$ cat src/fsla_pkg.sv
// ----------------------------------------------------------------------------
// Free list allocator package
// Sizes, codes and item layouts shared by the pool allocator files.
// ----------------------------------------------------------------------------
package fsla_pkg;

	localparam int MAX_OBJECTS  = 64;
	localparam int HEADER_BYTES = 32;

	localparam int IDX_W    = $clog2(MAX_OBJECTS);
	localparam int LINK_W   = IDX_W + 1;
	localparam int REGION_W = 16;
	localparam int OBJ_W    = 13;
	localparam int OFF_W    = 22;
	localparam int MODE_W   = 2;
	localparam int STATUS_W = 2;

	localparam int REGION_RESET = 256;
	localparam int OBJ_RESET    = 24;

	localparam int OUT_BITS    = IDX_W + OFF_W + STATUS_W + 1 + LINK_W;
	localparam int OUT_TDATA_W = ((OUT_BITS + 7) / 8) * 8;
	localparam int IN_TDATA_W  = ((IDX_W + 7) / 8) * 8;

	typedef enum logic [MODE_W-1:0] {
		MODE_ALLOC   = 2'd0,
		MODE_FREE    = 2'd1,
		MODE_REBUILD = 2'd2,
		MODE_PEEK    = 2'd3
	} mode_t;

	typedef enum logic [STATUS_W-1:0] {
		STAT_OK    = 2'd0,
		STAT_EMPTY = 2'd1,
		STAT_SMALL = 2'd2,
		STAT_RANGE = 2'd3
	} status_t;

	typedef enum logic {
		REG_REGION = 1'b0,
		REG_OBJECT = 1'b1
	} reg_idx_t;

endpackage

$ cat src/fsla_ram.sv
// ----------------------------------------------------------------------------
// Generic single-clock RAM
// One write port and one read port; read data is registered.
// ----------------------------------------------------------------------------
module fsla_ram #(
	parameter int WIDTH = 8,
	parameter int DEPTH = 64
) (
	input  logic                     clk,
	input  logic                     we,
	input  logic [$clog2(DEPTH)-1:0] waddr,
	input  logic [WIDTH-1:0]         wdata,
	input  logic [$clog2(DEPTH)-1:0] raddr,
	output logic [WIDTH-1:0]         rdata
);

	logic [WIDTH-1:0] mem [DEPTH];

	always_ff @(posedge clk) begin
		if (we) begin
			mem[waddr] <= wdata;
		end
		rdata <= mem[raddr];
	end

endmodule

$ cat src/fixed_size_free_list_allocator_top.sv
// ----------------------------------------------------------------------------
// Fixed-size free list pool allocator
// LIFO free list of equal objects behind a fixed header, links held in RAM.
// ----------------------------------------------------------------------------
//  channel   dir  handshake          contents
//  s_*       in   tvalid/tready      tuser mode, tdata object_index
//  m_*       out  tvalid/tready      tdata index, offset, status, empty, total
//  apb       in   psel/penable       region_bytes at 0x0, object_bytes at 0x4
//
// Alloc passes through S_ALLOC, as the link of the head comes from the
// registered read of the link RAM. Free, peek and flagged items are answered
// from S_IDLE. Rebuild runs an 8-step divider, then one link write per object;
// a quotient of 128 or more ends the divider after its top step, and a zero
// object size or a region too small skips it. arst_n empties the list but
// not the link RAM. A stalled result holds the next item off until it leaves.
// ----------------------------------------------------------------------------
module fixed_size_free_list_allocator_top
	import fsla_pkg::*;
(
	input  logic                   clk,
	input  logic                   arst_n,
	// s_tdata: object_index [5:0], zero pad above
	input  logic                   s_tvalid,
	output logic                   s_tready,
	input  logic [IN_TDATA_W-1:0]  s_tdata,
	// s_tuser: mode [1:0]
	input  logic [MODE_W-1:0]      s_tuser,
	output logic                   m_tvalid,
	input  logic                   m_tready,
	// m_tdata: result_index [5:0], byte_offset [27:6], status [29:28],
	// pool_empty [30], object_total [37:31], zero pad above
	output logic [OUT_TDATA_W-1:0] m_tdata,
	input  logic                   psel,
	input  logic                   penable,
	input  logic                   pwrite,
	input  logic [2:0]             paddr,
	input  logic [31:0]            pwdata,
	output logic [31:0]            prdata,
	output logic                   pready
);

	localparam int SHIFT_W = OBJ_W + LINK_W;
	localparam int KW      = $clog2(LINK_W + 1);

	typedef enum logic [1:0] {
		S_IDLE,
		S_ALLOC,
		S_DIV,
		S_FILL
	} state_t;

	state_t                 state_q;
	logic [LINK_W-1:0]      head_q;
	logic [LINK_W-1:0]      pool_count_q;
	logic [OBJ_W-1:0]       obj_latched_q;
	logic [REGION_W-1:0]    num_q;
	logic [OBJ_W-1:0]       den_q;
	logic [KW-1:0]          k_q;
	logic [LINK_W-1:0]      quot_q;
	logic [LINK_W-1:0]      count_q;
	logic [LINK_W-1:0]      fill_q;
	logic [REGION_W-1:0]    region_q;
	logic [OBJ_W-1:0]       objb_q;
	logic                   m_tvalid_q;
	logic [OUT_TDATA_W-1:0] m_tdata_q;

	logic                   out_free;
	logic                   in_acc;
	mode_t                  in_mode;
	logic [IDX_W-1:0]       in_idx;
	logic                   head_ok;
	logic                   free_in_range;

	logic                   ram_we;
	logic [IDX_W-1:0]       ram_waddr;
	logic [LINK_W-1:0]      ram_wdata;
	logic [LINK_W-1:0]      ram_rdata;

	logic                   emit_en;
	logic [IDX_W-1:0]       e_idx;
	logic                   e_off_ok;
	status_t                e_status;
	logic [LINK_W-1:0]      e_head;
	logic [LINK_W-1:0]      e_total;
	logic [IDX_W+OBJ_W-1:0] prod;
	logic [OFF_W-1:0]       e_off;
	logic                   e_empty;

	logic [SHIFT_W-1:0]     shifted;
	logic                   div_ge;
	logic [LINK_W-1:0]      quot_next;
	logic [LINK_W-1:0]      quot_cap;
	logic [LINK_W-1:0]      fill_inc;

	reg_idx_t               cfg_idx;
	logic                   cfg_we;

	// ---------------------------------------------------------------- config
	assign pready  = 1'b1;
	assign cfg_idx = reg_idx_t'(paddr[2]);
	assign cfg_we  = psel && penable && pwrite && pready;

	always_comb begin
		unique case (cfg_idx)
			REG_REGION: prdata = 32'(region_q);
			REG_OBJECT: prdata = 32'(objb_q);
			default:    prdata = '0;
		endcase
	end

	always_ff @(posedge clk or negedge arst_n) begin
		if (!arst_n) begin
			region_q <= REGION_W'(REGION_RESET);
			objb_q   <= OBJ_W'(OBJ_RESET);
		end else if (cfg_we) begin
			unique case (cfg_idx)
				REG_REGION: region_q <= pwdata[REGION_W-1:0];
				REG_OBJECT: objb_q   <= pwdata[OBJ_W-1:0];
				default: ;
			endcase
		end
	end

	// ------------------------------------------------------------ handshakes
	assign out_free = !m_tvalid_q || m_tready;
	assign s_tready = (state_q == S_IDLE) && out_free;
	assign in_acc   = s_tvalid && s_tready;
	assign in_mode  = mode_t'(s_tuser);
	assign in_idx   = s_tdata[IDX_W-1:0];
	assign m_tvalid = m_tvalid_q;
	assign m_tdata  = m_tdata_q;

	assign head_ok       = head_q < LINK_W'(MAX_OBJECTS);
	assign free_in_range = {1'b0, in_idx} < pool_count_q;

	// ------------------------------------------------------------ link RAM
	assign fill_inc = fill_q + LINK_W'(1);

	always_comb begin
		ram_we    = 1'b0;
		ram_waddr = in_idx;
		ram_wdata = head_q;
		if (state_q == S_IDLE) begin
			ram_we = in_acc && (in_mode == MODE_FREE) && free_in_range;
		end else if (state_q == S_FILL) begin
			ram_we    = fill_q < count_q;
			ram_waddr = fill_q[IDX_W-1:0];
			ram_wdata = (fill_inc < count_q) ? fill_inc : LINK_W'(MAX_OBJECTS);
		end
	end

	fsla_ram #(
		.WIDTH(LINK_W),
		.DEPTH(MAX_OBJECTS)
	) u_link_ram (
		.clk  (clk),
		.we   (ram_we),
		.waddr(ram_waddr),
		.wdata(ram_wdata),
		.raddr(head_q[IDX_W-1:0]),
		.rdata(ram_rdata)
	);

	// ------------------------------------------------------------- divider
	// Restoring division of (region - header) by the object size, one
	// quotient bit a cycle. The top step only detects a quotient too large
	// to count, which saturates to the pool depth.
	assign shifted   = SHIFT_W'(den_q) << k_q;
	assign div_ge    = SHIFT_W'(num_q) >= shifted;
	assign quot_next = div_ge ? (quot_q | (LINK_W'(1) << k_q)) : quot_q;
	assign quot_cap  = (quot_next > LINK_W'(MAX_OBJECTS)) ? LINK_W'(MAX_OBJECTS) : quot_next;

	// --------------------------------------------------------------- result
	always_comb begin
		emit_en  = 1'b0;
		e_idx    = '0;
		e_off_ok = 1'b0;
		e_status = STAT_OK;
		e_head   = head_q;
		e_total  = pool_count_q;
		unique case (state_q)
			S_IDLE: begin
				if (in_acc) begin
					unique case (in_mode)
						MODE_ALLOC: begin
							if (!head_ok) begin
								emit_en  = 1'b1;
								e_status = STAT_EMPTY;
							end
						end
						MODE_FREE: begin
							emit_en = 1'b1;
							e_idx   = in_idx;
							if (free_in_range) begin
								e_off_ok = 1'b1;
								e_head   = {1'b0, in_idx};
							end else begin
								e_status = STAT_RANGE;
							end
						end
						MODE_REBUILD: ;
						MODE_PEEK: begin
							emit_en = 1'b1;
							if (head_ok) begin
								e_idx    = head_q[IDX_W-1:0];
								e_off_ok = 1'b1;
							end
						end
						default: ;
					endcase
				end
			end
			S_ALLOC: begin
				if (out_free) begin
					emit_en  = 1'b1;
					e_idx    = head_q[IDX_W-1:0];
					e_off_ok = 1'b1;
					e_head   = ram_rdata;
				end
			end
			S_DIV: ;
			S_FILL: begin
				if (fill_q == count_q && out_free) begin
					emit_en = 1'b1;
					if (count_q == '0) begin
						e_status = STAT_SMALL;
						e_head   = LINK_W'(MAX_OBJECTS);
						e_total  = '0;
					end else begin
						e_off_ok = 1'b1;
						e_head   = '0;
						e_total  = count_q;
					end
				end
			end
			default: ;
		endcase
	end

	assign prod    = {{OBJ_W{1'b0}}, e_idx} * {{IDX_W{1'b0}}, obj_latched_q};
	assign e_off   = e_off_ok ? (OFF_W'(HEADER_BYTES) + OFF_W'(prod)) : '0;
	assign e_empty = e_head >= LINK_W'(MAX_OBJECTS);

	// -------------------------------------------------------------- control
	always_ff @(posedge clk or negedge arst_n) begin
		if (!arst_n) begin
			state_q       <= S_IDLE;
			head_q        <= LINK_W'(MAX_OBJECTS);
			pool_count_q  <= '0;
			obj_latched_q <= OBJ_W'(OBJ_RESET);
			k_q           <= '0;
			fill_q        <= '0;
			count_q       <= '0;
			m_tvalid_q    <= 1'b0;
		end else begin
			if (emit_en) begin
				head_q       <= e_head;
				pool_count_q <= e_total;
				m_tvalid_q   <= 1'b1;
				m_tdata_q    <= OUT_TDATA_W'({e_total, e_empty, e_status, e_off, e_idx});
			end else if (m_tready) begin
				m_tvalid_q <= 1'b0;
			end

			unique case (state_q)
				S_IDLE: begin
					if (in_acc && in_mode == MODE_ALLOC && head_ok) begin
						state_q <= S_ALLOC;
					end else if (in_acc && in_mode == MODE_REBUILD) begin
						den_q <= objb_q;
						if (objb_q == '0 || region_q < REGION_W'(HEADER_BYTES)) begin
							count_q <= '0;
							fill_q  <= '0;
							state_q <= S_FILL;
						end else begin
							num_q   <= region_q - REGION_W'(HEADER_BYTES);
							k_q     <= KW'(LINK_W);
							quot_q  <= '0;
							state_q <= S_DIV;
						end
					end
				end
				S_ALLOC: begin
					if (out_free) begin
						state_q <= S_IDLE;
					end
				end
				S_DIV: begin
					if (k_q == KW'(LINK_W)) begin
						if (div_ge) begin
							count_q <= LINK_W'(MAX_OBJECTS);
							fill_q  <= '0;
							state_q <= S_FILL;
						end else begin
							k_q <= k_q - KW'(1);
						end
					end else begin
						if (div_ge) begin
							num_q <= num_q - shifted[REGION_W-1:0];
						end
						quot_q <= quot_next;
						if (k_q == '0) begin
							count_q <= quot_cap;
							fill_q  <= '0;
							state_q <= S_FILL;
						end else begin
							k_q <= k_q - KW'(1);
						end
					end
				end
				S_FILL: begin
					if (fill_q < count_q) begin
						fill_q <= fill_inc;
					end else if (out_free) begin
						if (count_q != '0) begin
							obj_latched_q <= den_q;
						end
						state_q <= S_IDLE;
					end
				end
				default: state_q <= S_IDLE;
			endcase
		end
	end

`ifndef ASSERT_OFF
	a_head_in_pool: assert property (@(posedge clk) disable iff (!arst_n)
		head_q == LINK_W'(MAX_OBJECTS) || head_q < pool_count_q)
		else $error("free list head outside the pool");

	a_count_cap: assert property (@(posedge clk) disable iff (!arst_n)
		pool_count_q <= LINK_W'(MAX_OBJECTS))
		else $error("pool count above depth");

	a_fill_bound: assert property (@(posedge clk) disable iff (!arst_n)
		state_q == S_FILL |-> fill_q <= count_q)
		else $error("link fill ran past the object count");

	a_alloc_done: assert property (@(posedge clk) disable iff (!arst_n)
		(state_q == S_ALLOC && out_free) |=> (state_q == S_IDLE && m_tvalid))
		else $error("alloc did not complete with a result");

	a_no_accept_busy: assert property (@(posedge clk) disable iff (!arst_n)
		(state_q == S_DIV || state_q == S_FILL) |-> !s_tready)
		else $error("item taken during rebuild");
`endif

endmodule

$ cat config.mk
export PLATFORM = sky130hd
export DESIGN_NAME = fixed_size_free_list_allocator_top
export DESIGN_NICKNAME = d
export VERILOG_FILES = /design/src/fsla_pkg.sv /design/src/fsla_ram.sv /design/src/fixed_size_free_list_allocator_top.sv
export SDC_FILE = /design/constraint.sdc
export NUM_CORES = 1
export LEC_CHECK = 0
export ABC_AREA = 1
export BUFFER_PORTS_ARGS = -buffer_cell sky130_fd_sc_hd__buf_2
export CORE_MARGIN = 2
export CORE_UTILIZATION = 25
export CTS_BUF_LIST = sky130_fd_sc_hd__clkbuf_8
export CTS_CLUSTER_SIZE = 10
export DETAILED_ROUTE_END_ITERATION = 10
export GPL_ROUTABILITY_DRIVEN = 0
export PLACE_DENSITY = 0.49
export SLEW_MARGIN = 25
export SYNTH_ARGS = -nofsm -noshare
export SYNTH_HDL_FRONTEND = slang
export SYNTH_SLANG_ARGS = --single-unit
export TNS_END_PERCENT = 10
$ cat constraint.sdc
create_clock -name clk -period 7.6 [get_ports clk]
set_clock_uncertainty 0.2 [all_clocks]
set_input_delay 0.76 -clock clk [delete_from_list [all_inputs] [get_ports clk]]
set_output_delay 0.76 -clock clk [all_outputs]
set_load 0.02 [all_outputs]
# Word level (Yosys, flattened, before mapping)

Memory sizes are Yosys's and may differ from the RTL's. A register that Yosys moved wholly into a read port is not among the register bits.
Index checks and enable logic that the tools add are counted.

Logic and storage cells: 179
Bits of input ports: 52
Bits in writable memories: 448
Output and inout bits: 75
Register bits: 150
Memories: 1

Eq/ne operators: 21
Bitwise logic cells: 4
$add $sub $neg: 5
Shifts and indexed selects: 2
Multiply operators: 1
Order comparisons: 8
Muxes and demuxes: 88
Reduce and logical (&&, ||, !) cells: 34

Memories:

| name           | depth | width | read ports | clocked after Yosys merged registers in | write ports | line           | source |
|---|---|---|---|---|---|---|---|
| u_link_ram.mem | 64    | 7     | 1          | 1                                       | 1           | fsla_ram.sv:17 | `logic [WIDTH-1:0] mem [DEPTH];` |

Operators by type and width:

| cell                  | number |
|---|---|
| $mux 7                | 28 |
| $mux 16               | 5 |
| $pmux 32 s2           | 1 |
| $pmux 7 s3            | 2 |
| $pmux 16 s2           | 1 |
| $mux 6                | 5 |
| $pmux 7 s2            | 2 |
| $pmux 6 s2            | 2 |
| $mux 2                | 11 |
| $add 6x19->20 const A | 1 |
| $ge 16x20->1          | 1 |
| $shl 13x3->20         | 1 |
| $mul 6x13->19         | 1 |
| $mux 3                | 6 |
| $reduce_and 6->1      | 3 |
| $mux 1                | 17 |
| $lt 16x6->1 const B   | 1 |
| $sub 16x16->16        | 1 |
| $sub 16x6->16 const B | 1 |
| $lt 7x7->1            | 2 |
| $reduce_and 7->1      | 2 |
| $logic_not 13->1      | 1 |
| $ne 3x3->1 const B    | 4 |
| $reduce_and 4->1      | 3 |
| other kinds (32)      | 61 |

# Longest topological paths before layout

Depth after elaboration: 9
Mapped depth: 28
Depth with buffers taken out: 27

# Modules after synthesis

A second synthesis with hierarchy kept.

Cell total of the unflattened synthesis: 2988
Area, all modules: 29767.3 µm²

By module, submodules not included:

| module                             | instances | cells each | seq. area each (µm²) | area each (µm²) |
|---|---|---|---|---|
| fsla_ram                           | 1         | 1607       | 13593.0              | 18591.6 |
| fixed_size_free_list_allocator_top | 1         | 1381       | 4071.4               | 11175.7 |

# Least setup slack after synthesis

OpenSTA, ideal clock, no wires.

Path kind: reg2reg
Start: register state_q[0]
End: register m_tdata_q[22] (netlist: m_tdata[22]) (data pin)
Buffers on the path: 1
Required time: 7.146 ns
Library setup time: 0.254 ns
Period minus slack after synthesis: 5.706 ns
Data arrival time: 5.252 ns
Path slack: 1.894 ns
Cell stages (with the launch flop): 27
Cell sequence: dfrtp_1 -> inv_1 -> ha_1 -> inv_2 -> nor2_4 -> nand2_2 -> nor2_2 -> inv_2 -> buf_2 -> nor2_1 -> a21oi_1 -> inv_1 -> nand2_1 -> fa_1 -> fa_1 -> inv_1 -> fa_1 -> fa_1 -> fa_1 -> nand3_1 -> a31oi_1 -> nor2_1 -> o21ai_0 -> a21boi_0 -> o21ai_0 -> o21bai_1 -> nor2_1

Longest elaborated chain between the ends: 7
Elaborated cells between the ends (all ways): 11
Those cells by class: add/sub (1); mul (1); eq/ne (2); mux (4); reduce/logical (3)

Ends and longest elaborated chain:

| what                   | line                                      | source |
|---|---|---|
| from (decl)            | fixed_size_free_list_allocator_top.sv:52  | `state_t state_q;` |
| from (signal assigned) | fixed_size_free_list_allocator_top.sv:247 | `state_q <= S_IDLE;` |
| from (signal assigned) | fixed_size_free_list_allocator_top.sv:268 | `state_q <= S_ALLOC;` |
| from (signal assigned) | fixed_size_free_list_allocator_top.sv:274 | `state_q <= S_FILL;` |
| $logic_not 2->1        | fixed_size_free_list_allocator_top.sv:126 | `assign s_tready = (state_q == S_IDLE) && out_free;` |
| $logic_and 1x1->1      | fixed_size_free_list_allocator_top.sv:126 |  |
| named net s_tready     | fixed_size_free_list_allocator_top.sv:24  | `output logic s_tready,` |
| $logic_and 1x1->1      | fixed_size_free_list_allocator_top.sv:127 | `assign in_acc = s_tvalid && s_tready;` |
| $mux 6                 | fixed_size_free_list_allocator_top.sv:183 | `if (in_acc) begin` |
| $pmux 6 s2             | fixed_size_free_list_allocator_top.sv:181 | `unique case (state_q)` |
| named net e_idx[1]     | fixed_size_free_list_allocator_top.sv:80  | `logic [IDX_W-1:0] e_idx;` |
| $mul 6x13->19          | fixed_size_free_list_allocator_top.sv:240 | `assign prod = {{OBJ_W{1'b0}}, e_idx} * {{IDX_W{1'b0}}, obj_latched_q};` |
| $add 6x19->20          | fixed_size_free_list_allocator_top.sv:241 | `assign e_off = e_off_ok ? (OFF_W'(HEADER_BYTES) + OFF_W'(prod)) : '0;` |
| to (signal assigned)   | fixed_size_free_list_allocator_top.sv:260 | `m_tdata_q <= OUT_TDATA_W'({e_total, e_empty, e_status, e_off, e_idx});` |
| to (decl)              | fixed_size_free_list_allocator_top.sv:65  | `logic [OUT_TDATA_W-1:0] m_tdata_q;` |

The timed path passes the listed nets, and every way through them passes these cells.
A chain may end at the register's enable or synchronous reset.

# Final worst setup path

Start: register state_q[0]
End: register m_tdata_q[22] (netlist: m_tdata[22]) (data pin)

Longest elaborated chain between the ends: 7
Elaborated cells between the ends (all ways): 11
Those cells by class: add/sub (1); mul (1); eq/ne (2); mux (4); reduce/logical (3)

Ends and longest elaborated chain:

| what               | line |
|---|---|
| $logic_not 2->1    | fixed_size_free_list_allocator_top.sv:126, fixed_size_free_list_allocator_top.sv:181 |
| $logic_and 1x1->1  | fixed_size_free_list_allocator_top.sv:126 |
| $logic_and 1x1->1  | fixed_size_free_list_allocator_top.sv:127 |
| $mux 6             | fixed_size_free_list_allocator_top.sv:183 |
| $pmux 6 s2 *       | fixed_size_free_list_allocator_top.sv:181 |
| named net e_idx[3] | fixed_size_free_list_allocator_top.sv:80 |
| $mul 6x13->19 *    | fixed_size_free_list_allocator_top.sv:240 |
| $add 6x19->20 *    | fixed_size_free_list_allocator_top.sv:241 |

Mark *: on every way through the listed nets, which the timed path passes. The rest lies on a longest branch.

==> impl_results.md <==
* Synthesis-stage register bit count at approximately 600
* Commonest non-fill, non-tap cell in the layout: edfxtp_1
* Ys Warns at 0
* Initial drt markers at 1334
* Slew Limit Fails at 0
* Die ar. at 119000 µm²
* Hold Vio Cnt, Final at 0
* Simple-gate share of the synthesized area at 13.1%
* Slowest CP cell: fa_1
* Post-Synthesis Cells at 2766
* Power Total at 12.2 mW
* Height of the chip at 345 µm
* Drc violations at 0
* Flop-to-flop setup slack at 1320 ps
* Stages on the worst setup path at 26
* Pwr/cell area at around 370 nW/µm²
* Synth cell types at 53
* Drt wl/cell at about 17 µm
* Net Switching at approximately 5.0 mW
* Sw Share at between 40 and 50%
* EDFF count, synth at 520
* Chip width at 345 µm
* Cts bufs inserted at 102
* CTS tree: built
* P_leak at 12.7 nW
* CTS Hold Buffers Added at 1
* Setup crit end: m_tdata[22]$_SDFFCE_PN0P_
* Initial antenna violation count at 2
* IO Pins at ~130
* H-tree depth at 3
* Root buffer cell: clkbuf_8
* Starting Density at between 20 and 30%
* Via Count at 20400
* Seq/Total Area, Yosys at between 60% and 70%
* Buf+Inv Stages, Crit Path at 7
* CP Launch Type: register
* Filler cells at about 12000
* Largest family of logic cells by synthesized area: compound AO/OA/AOI/OAI gates
* Worst-path clk slew at 60 ps
* Final cell count without fillers at between 4000 and 5000
* XOR/XNOR Fraction of Synth Area at 0.602%
* Peak VDD IR at roughly 0.22 mV
* Complex-gate fraction of the synthesized area at 13.3%
* Crit end category: register
* Crit path from: state_q[0]$_DFFE_PN0P_
* P_int at slightly above 7 mW
* Worst flop-to-flop path endpoint: m_tdata[22]$_SDFFCE_PN0P_
* Avg Vias per Cell at about 4.6
* Drt first pass iters at 5
* Nets@finish at 3044
* Critical Path RT at between 7000 and 8000 ps
* Period utilisation layout at 82.7%
* Worst reg2reg startpoint: state_q[0]$_DFFE_PN0P_
* Most frequent cells in the layout: 520 x edfxtp_1, 515 x nor2_1, 396 x o21ai_0
* Core Region at 116000 µm²
* Number of global-route vias before repair at just over 20000
* Final worst slack at 1320 ps
* Area grow syn2layout at 14.3%
* Post-cts resize count at 0
* GR Util All Layers at 12.9%
* # clock sinks at ~600
* Reg power frac at 37.3%
* Clock power frac at 23.6%
* Max-cap viol count at 0
* Total gr overflow at 0
* Fin crit period at 6280 ps
* Final ANT Viol Nets at 0
* Slew @ Worst Pin at 949 ps
* RSZ-0062 raised after global routing: false
* Place WS at 1020 ps
* Asr flop ratio synth at 12.6%
* Fmax at ~160 MHz
* Maximum buffer depth of the clock tree at 3
* Rel. slew slack at 36.7%
* Routed WL at 78.1 mm
* Post-CTS setup buffers at 0
* Post-synthesis mux area share at 0.0344%
* CP dominant cell by count: fa_1
* R2r worst-path depth at 26
* HPWL after DPL at 49.9 mm
* Critical path type: reg2reg
* Synth Flop Type: edfxtp_1
* Slowest stage delay, CP at 540 ps
* CP max FO at 12
* CP top delay family: adder cells
* Placed cells at 4270
* Final core occ at 28.7%
* # setup viols final at 0
* Global-route wire length before repair at about 120 mm
* Outcome: completed
* Netlist Area Pre-Place at 29100 µm²
* Clock latency on the worst-skew pair at 740 ps
* CP arrival at 6540 ps
* Adder-cell area share of the yosys netlist at under 10%
* PortBufs at 85
* Hold Crit Depth at 3
* Combinational share of power at 39.0%
* Mean Syn Cell Area at 10.5 µm²
* Setup TNS Final at 0 ps
* Hold WC Path Type: in2reg
* Layout cells sized above 1 at 11.4%
* Core Rows at 125
* Pin count of the biggest net entering global routing at approximately 170
-- synthesized netlist by cell type (26+ instances only) --
| master | count | share of area [%] |
|---|---|---|
| clkbuf_1 | 95 | 1.2 |
| buf_2 | 26 | 0.45 |
| fa_1 | 46 | 3.2 |
| nand2_1 | 327 | 4.2 |
| o21ai_0 | 400 | 6.9 |
| inv_1 | 174 | 2.2 |
| ha_1 | 93 | 4.0 |
| nor2_1 | 517 | 6.7 |
| a21oi_1 | 66 | 1.1 |
| o22ai_1 | 119 | 2.6 |
| nand3_1 | 53 | 0.91 |
| dfrtp_1 | 70 | 6.0 |
| edfxtp_1 | 520 | 54 |
-- through the flow --
step | hold slack, ps | instance area, µm²
2_1_floorplan | 247 | 29200
3_3_place_gp | 270 | 31200
3_5_place_dp | 278 | 31200
4_1_cts | 45.8 | 33200
5_1_grt | 93.9 | 33300
6_report | 134 | 33300
-- layer usage --
layer,track usage [%],wire length [µm],vias up
met5,0,0,-
met4,3.37,1410,0
met3,2.19,3690,103
met2,21.2,36600,450
met1,17.6,36400,10000
li1,-,-,9848
-- power by group through the flow --
stage	sequential (mW)	combinational (mW)	clock, mW
2_1_floorplan	4.57	3.23	0
3_3_place_gp	4.64	4.75	0
3_5_place_dp	4.64	4.76	0
4_1_cts	4.57	4.78	2.99
5_1_grt	4.61	5.40	3.12
6_report	4.57	4.78	2.89
-- state kept, by name (all words and copies together) (netlist names), 3 cells and up, named ones only --
| name | count |
|---|---|
| u_link_ram.mem | 448 |
| m_tdata | 36 |
| num_q | 16 |
| region_q | 16 |
| den_q | 13 |
| obj_latched_q | 13 |
| objb_q | 13 |
| count_q | 7 |
| fill_q | 7 |
| pool_count_q | 7 |
| quot_q | 7 |
| u_link_ram.rdata | 7 |
| head_q | 3 |
| k_q | 3 |
-- worst min-delay path by stage --
stage                                       start                        to  slack [ps]
final                                  pwdata[15]  region_q[15]$_DFFE_PN0P_         130
after global routing                   pwdata[13]  region_q[13]$_DFFE_PN0P_          90
after CTS                              pwdata[15]  region_q[15]$_DFFE_PN0P_          50
after detailed placement    objb_q[1]$_DFFE_PN0P_        den_q[1]$_DFFE_PP_         280
after global placement    region_q[2]$_DFFE_PN0P_   region_q[2]$_DFFE_PN0P_         270
after floorplan             objb_q[0]$_DFFE_PN0P_        den_q[0]$_DFFE_PP_         250
-- cell type report --
class / instances / area [µm²] / share of cell area (%)
Multi-Input combinational cell: 1827 / 10100 / 30.5
Timing Repair Buffer: 120 / 758 / 2.28
Clock inverter: 75 / 478 / 1.44
Sequential cell: 603 / 17700 / 53.1
Clock buffer: 113 / 1560 / 4.68
Tap cell: 1524 / 1910 / 5.73
Antenna cell: 3 / 7.51 / 0.0226
Inverter: 199 / 753 / 2.26
-- kinds of logic after synthesis --
group,count (synthesis)
DFF,603
buffers and inverters,355
other,2
and+or+nand+nor,955
xor gates and xnor gates,20
muxes,1
adders and majority gates,139
AOI/OAI and AO/OA,691
-- worst reg2reg max path, delay by kind of cell, from the launching register on --
family / cells / cell delay [ps]
compound gates: 7 / 1230
fa+ha+maj: 6 / 2570
buf+inv: 7 / 920
flops: 1 / 430
simple gates: 6 / 690
Power figures use the tool's default switching activity.
